`src/sba_tag_mem.sv`:
```
// Page tag memory: in use, free count, class per heap page.
// No dependencies.
module sba_tag_mem
#(
    parameter int unsigned PAGES_LOG2 = 6
)
(
    input  logic                  clk,
    input  logic                  rd_en,
    input  logic [PAGES_LOG2-1:0] rd_addr,
    output logic [15:0]           rd_data,
    input  logic                  wr_en,
    input  logic [PAGES_LOG2-1:0] wr_addr,
    input  logic [15:0]           wr_data
);
    logic [15:0] mem [0:(1 << PAGES_LOG2)-1];

    always_ff @(posedge clk)
    begin
        if (wr_en)
            mem[wr_addr] <= wr_data;
        if (rd_en)
            rd_data <= mem[rd_addr];
    end
endmodule

```
`config.mk`:
```
export PLATFORM = sky130hd
export DESIGN_NAME = sba_tag_mem
export DESIGN_NICKNAME = d
export VERILOG_FILES = /design/src/sba_tag_mem.sv
export SDC_FILE = /design/constraint.sdc
export NUM_CORES = 1
export LEC_CHECK = 0
export BUFFER_PORTS_ARGS = -buffer_cell sky130_fd_sc_hd__buf_2
export CORE_ASPECT_RATIO = 0.9
export CORE_UTILIZATION = 63
export DETAILED_ROUTE_END_ITERATION = 8
export GPL_TIMING_DRIVEN = 0
export PLACE_DENSITY = 0.77
export SLEW_MARGIN = 20
export SYNTH_ARGS = -nofsm -noshare
export SYNTH_HDL_FRONTEND = slang
export SYNTH_SLANG_ARGS = --single-unit
```
`constraint.sdc`:
```
create_clock -name clk -period 2.95 [get_ports clk]
set_clock_uncertainty 0.05 [all_clocks]
set_input_delay 0.295 -clock clk [delete_from_list [all_inputs] [get_ports clk]]
set_output_delay 0.295 -clock clk [all_outputs]
set_load 0.01 [all_outputs]
```
==> flow_summary.toml, run 1 <==
[run_status]
status = "completed"

[global_route]
globalRouteTotalUtil_pct = 32.0
grt_pass1_vias = 20600
antenna_found_initial = 6
grt_max_degree = 65
grt_first_pass_wirelength_um = 143000
grt-ovfl-total = 0

[logic_synthesis]
yosysMostFrequentCell = "edfxtp_1"
synthTopCellsByArea = "edfxtp_1 78%, mux4_2 12%, mux2i_1 2.1%"
ys_types = 42
ys_ff_latch = 1040
syn_nets = 1860
synth_edf_count = 1040
ys_top_cells_by_count = "1,040 x edfxtp_1, 220 x mux4_2, 85 x mux2i_1"
ys.flop_type = "edfxtp_1"
syn_inst = 1829
ys.warnings.count = 0
yosysTopAreaCellShare_pct = 77.7
syn_area_per_cell_um2 = 22.0
ys_seq_area_share_pct = 77.7
synth_area_um2 = 40200
synthArstFlopShare_pct = 0
yosys.area.top_type = "edfxtp_1"

[timing]
setup_viol = 0
slew_headroom_pct = 27.1
rsz0062_at_grt = "no"
final_hold_viol_count = 0
post-route-min-period_ns = 2.87
hold-worst-slack_ns = 0.161
fin_tns_setup_ns = 0
worst_pin_slew_ns = 1.09
timing.final.crit_share_pct = 97.4
maxSlewViolCount = 0
fmax_mhz = 348

[final_layout]
fillers = 3560
regArea_um2 = 31200
syn_to_final_growth_pct = 13.4
multi_input_area_um2 = 8400
postLayoutCoreUtil_pct = 72.5
final_nets = 2060
drive_gt1_share_pct = 30.3

[pwr]
clkPwrFrac_pct = 40.9
swShare_pct = 21.2
p_int_mw = 24.1
p_switching_mw = 6.48
peakVddDrop_v = 0.000571
p_seq_share_pct = 53.7
p_leak_nw = 14.5
combPwrFrac_pct = 5.4
p_per_area_nw_per_um2 = 671

[floorplanning]
die_area_um2 = 64800
dieWidth_um = 268
rows = 87
die_h_um = 242
core_um2 = 62900
start_util_pct = 63.9
pin_count = 47

[critical_path]
reg2reg_slack_ns = 0.41
crit_path_start_kind = "primary input"
cp_max_fo = 10
endpoint_kind = "flip-flop"
cp.arrival_ns = 3.18
r2r_cells = 5
crit_type = "in2reg"
rr_endpoint = "rd_data[4]"
cp_data_required_time_ns = 3.25
r2r_start = "mem[23][4]"

[clocking]
root_buffer = "clkbuf_16"
cts_tree = "yes"
clock_latency_ns = 0.67
htreeDepth = 3
clkTransAtPathRegs_ns = 0.07
cts_buffers = 98
clock_path_buffers = 3
clock_sinks = 1040
cts_setup_buffers = 0

[routing]
vias = 20600
ant_nets = 0
wl_per_cell_um = 34.1
drtPass1Iterations = 6
drcViolationCount = 0
drtIter0Drc = 3035
wirelength_um = 101000
vias_per_cell = 6.97

[place]
port_buffers = 39
place.gp.congestion = 0.934
dpl.hpwl_um = 63200

[hold_path]
hp-start = "wr_data[15]"
whs_endpoint = "mem[58][15]"
min_path_type = "in2reg"
holdPathStages = 1

[run]
maxCapViolations = 0
[state kept, by name, summed over array words and instances (netlist names)]
signal,count
rd_data,16
mem,1024
[timing repair]
item	4_1_cts	5_1_grt
hold buffers	1	0
hold endpoints to repair	16	0
endpoints found under the setup margin	0	0
gates resized for setup	0	0
[layout make-up]
cell class / count / area share (%)
Clock inverter: 61 / 1.27
Multi-Input combinational cell: 685 / 18.4
Clock buffer: 118 / 5.68
Tap cell: 845 / 2.32
Antenna cell: 1 / 0.00549
Timing Repair Buffer: 100 / 2.21
Sequential cell: 1040 / 68.5
Buffer: 104 / 1.61
[power groups by stage]
stage	clock network [mW]	registers, mW	logic [mW]
6_report	12.5	16.4	1.67
5_1_grt	13.1	16.4	1.71
4_1_cts	12.6	16.4	1.64
3_5_place_dp	0	16.7	1.61
3_3_place_gp	0	16.7	1.54
2_1_floorplan	0	16.7	0.847
[metrics by stage]
step	worst slack [ns]	instance area [µm²]	std cells	total power [mW]
after floorplan	0.570	40200	1829	17.6
after global placement	-0.498	41500	2713	18.3
after detailed placement	-0.235	42400	2773	18.3
after CTS	0.372	45600	2953	30.6
after global routing	0.272	45600	2953	31.2
final	0.0772	45600	2954	30.6
[cell families (layout without fill, tap and decap cells)]
| logic type | Yosys count | after routing | synth area share [%] |
|---|---|---|---|
| flip-flops | 1040 | 1040 | 77.7 |
| multiplexers | 336 | 336 | 15.5 |
| AND/OR/NAND/NOR | 220 | 220 | 2.64 |
| AO/OA/AOI/OAI | 129 | 129 | 2.40 |
| buffers and inverters | 104 | 383 | 1.82 |
| other | 0 | 1 | 0 |
[placed cells by master, fill, tap and decap left out, types with 24 or more instances in the layout]
master,count
a22oi_1,39
clkbuf_16,101
mux2i_1,85
mux4_2,220
buf_4,31
buf_6,50
nor2_2,64
mux2_2,27
buf_2,59
nand2_1,59
nand3_1,24
edfxtp_1,1040
nor2b_1,30
buf_8,28
clkbuf_1,41
[worst max-delay path, stage by stage]
cell	delay, ns
buf_2	0.22
buf_4	0.30
clkbuf_1	0.76
nor2_1	0.37
a22oi_1	0.27
a31oi_1	0.25
a311oi_1	0.69
[worst max-delay path by stage]
stage	from	end	slack (ns)	depth (start not counted)
2_1_floorplan	wr_addr[3]	mem[48][0]	0.57	4
3_3_place_gp	wr_addr[4]	mem[48][5]	-0.50	3
3_5_place_dp	rd_addr[3]	rd_data[13]	-0.24	7
4_1_cts	rd_addr[1]	rd_data[10]	0.37	8
5_1_grt	rd_addr[1]	rd_data[2]	0.27	8
6_report	rd_addr[3]	rd_data[13]	0.08	7
[per-layer routing]
layer	track usage (%)	up-vias	share of wire (%)
li1	-	8099	-
met1	44.5	10600	36
met2	48.9	1550	47
met3	8.17	303	12
met4	13.5	8	4.9
met5	0	-	0.057
Power figures use the tool's default switching activity.
==> run 2, diff against run 1 <==
--- a/config.mk
+++ b/config.mk
@@ -11,6 +11,7 @@
 export DETAILED_ROUTE_END_ITERATION = 8
 export GPL_TIMING_DRIVEN = 0
 export PLACE_DENSITY = 0.77
+export RECOVER_POWER = 100
 export SLEW_MARGIN = 20
 export SYNTH_ARGS = -nofsm -noshare
 export SYNTH_HDL_FRONTEND = slang
==> run 2 against run 1 <==
The flow now finishes with violations (capacitance limit, slew limit). Final cell count hardly changed. Critical path depth unchanged. Combinational power shrank 2%. Clock-buffer cell count stayed put. Die area unchanged. Sequential share of layout area is 1.1 points higher. Hold slack better by 0.12 ns. Routed wire length is 0.16% lower. Clock power barely moved. Worst setup slack got worse by 0.046 ns. Sequential cell count unchanged. Critical endpoint unchanged. Largest power group unchanged.
==> flow_summary.toml, run 2 (synthesis gave the netlist of run 1 again) <==
[hold_path]
hp-start = "wr_addr[0]"
min_path_type = "in2reg"
holdPathStages = 3
whs_endpoint = "mem[53][7]"

[clocking]
clock_sinks = 1040
cts_resized = 0
clock_path_buffers = 3
clkTransAtPathRegs_ns = 0.06
cts_buffers = 98
htreeDepth = 3
cts_setup_buffers = 0
clock_latency_ns = 0.66
root_buffer = "clkbuf_16"
cts_tree = "yes"

[timing]
fin_tns_setup_ns = 0
rsz0062_at_grt = "no"
final_hold_viol_count = 0
setup_viol = 0
worst_pin_slew_ns = 3.22
timing.final.crit_share_pct = 98.9
timing.final.ws_setup_ns = 0.0317
slew_headroom_pct = -115
post-route-min-period_ns = 2.92
maxSlewViolCount = 984
fmax_mhz = 343

[floorplanning]
die_area_um2 = 64800
pin_count = 47
core_um2 = 62900
start_util_pct = 63.9
rows = 87
die_h_um = 242
dieWidth_um = 268

[routing]
vias_per_cell = 6.94
drtPass1Iterations = 6
drtIter0Drc = 3116
vias = 20500
wirelength_um = 101000
wl_per_cell_um = 34.0
drcViolationCount = 0
ant_nets = 0

[global_route]
grt-ovfl-total = 0
globalRouteTotalUtil_pct = 32.0
antenna_found_initial = 6
grt_first_pass_wirelength_um = 143000
grt_max_degree = 65
grt_pass1_vias = 20600

[final_layout]
largest_reg_flops = 1024
final_cell_mix = "1,040 x edfxtp_1, 220 x mux4_2, 118 x clkbuf_1, 101 x clkbuf_16, 85 x mux2i_1"
fin_area_um2 = 44900
final_nets = 2060
reg.largest.list = "mem (1024), rd_data (16)"
syn_to_final_growth_pct = 11.6
drive_gt1_share_pct = 23.6
final_common_cell = "edfxtp_1"
top_register = "mem"

[critical_path]
endpoint_kind = "flip-flop"
crit_type = "in2reg"
path_buf_inv = 3
cp.arrival_ns = 3.24
r2r_start = "mem[22][4]"
reg2reg_slack_ns = 0.43
path_cells = "clkbuf_2 > clkbuf_2 > clkbuf_1 > nor2_1 > a22oi_1 > a31oi_1 > a311oi_1"
slowest_delay_ns = 0.76
cp_max_fo = 10
path_common_cell = "clkbuf_2"
crit_path_start_kind = "primary input"
cp_data_required_time_ns = 3.27
rr_endpoint = "rd_data[4]"
crit_family = "buffers and inverters"
r2r_cells = 5
crit_path_top_delay_cell = "clkbuf_1"

[place]
dpl.hpwl_um = 63200
placed_cell_area_um2 = 42400
port_buffers = 39
place.gp.congestion = 0.934
pre_cts_slack_ns = -0.235

[run]
maxCapViolations = 17

[pwr]
p_int_mw = 24.1
p_seq_share_pct = 53.8
combPwrFrac_pct = 5.3
clkPwrFrac_pct = 40.9
p_switching_mw = 6.48
p_per_area_nw_per_um2 = 682
p_leak_nw = 14.1
peakVddDrop_v = 0.000569
swShare_pct = 21.2
p_total_mw = 30.6

[run_status]
status = "complete, but fails checks"
violations = "capacitance limit, slew limit"
-- run 2: cell count changes in the layout (fill, tap and decap cells not counted), sizes merged --
cell    change
buf       -100
clkbuf    +100
diode       +2
-- run 2: how the worst max path moves through the flow --
stage	start	end	slack, ns	cells after the start
floorplan	wr_addr[3]	mem[48][0]	0.57	4
global placement	wr_addr[4]	mem[48][5]	-0.50	3
detailed placement	rd_addr[3]	rd_data[13]	-0.24	7
CTS	rd_addr[1]	rd_data[10]	0.37	8
global route	rd_addr[3]	rd_data[13]	0.14	7
finish	rd_addr[3]	rd_data[13]	0.03	7
-- run 2: layout make-up --
cell class              count  area, µm²
plain buffers             104        731
multi-input cells         685       8240
fillers                  3719      18100
diodes                      3       7.51
well taps                 845       1060
clock buffers             118       2590
clock inverters            61        578
flip-flops and latches   1040      31200
repair buffers            100        419
-- run 2: metrics by stage --
stage	util, %	hold WS [ns]	instances
final	71.3	0.286	2956
after global routing	71.3	0.280	2953
after CTS	72.5	0.182	2953
after detailed placement	67.4	0.655	2773
after global placement	65.9	0.654	2713
after floorplan	-	0.344	1829
-- run 2: worst register-to-register path: stages, from the launching register on --
cell and delay [ns]:
edfxtp_1 0.37, mux4_2 0.49, mux2i_1 0.40, a22oi_1 0.16, a31oi_1 0.52, a311oi_1 0.21
-- run 2: power groups by stage --
stage	combinational, mW	sequential [mW]	clock, mW
2_1_floorplan	0.847	16.7	0
3_3_place_gp	1.54	16.7	0
3_5_place_dp	1.61	16.7	0
4_1_cts	1.64	16.4	12.6
5_1_grt	1.68	16.4	13.1
6_report	1.63	16.4	12.5
-- run 2: metal layers --
metal  routed length [µm]  global-route usage (%)  share of wire, %  up-vias
met5                   57                       0             0.057        -
met4                 4840                    13.5               4.8        8
met3                12600                    8.17                13      293
met2                47600                    48.9                47     1552
met1                35600                    44.5                35    10600
li1                     -                       -                 -     8097
-- run 2: what timing repair did --
action | CTS | global route
hold buffers | 1 | 0
endpoints found under the setup margin | 0 | 0
endpoints found under the hold margin | 16 | 0
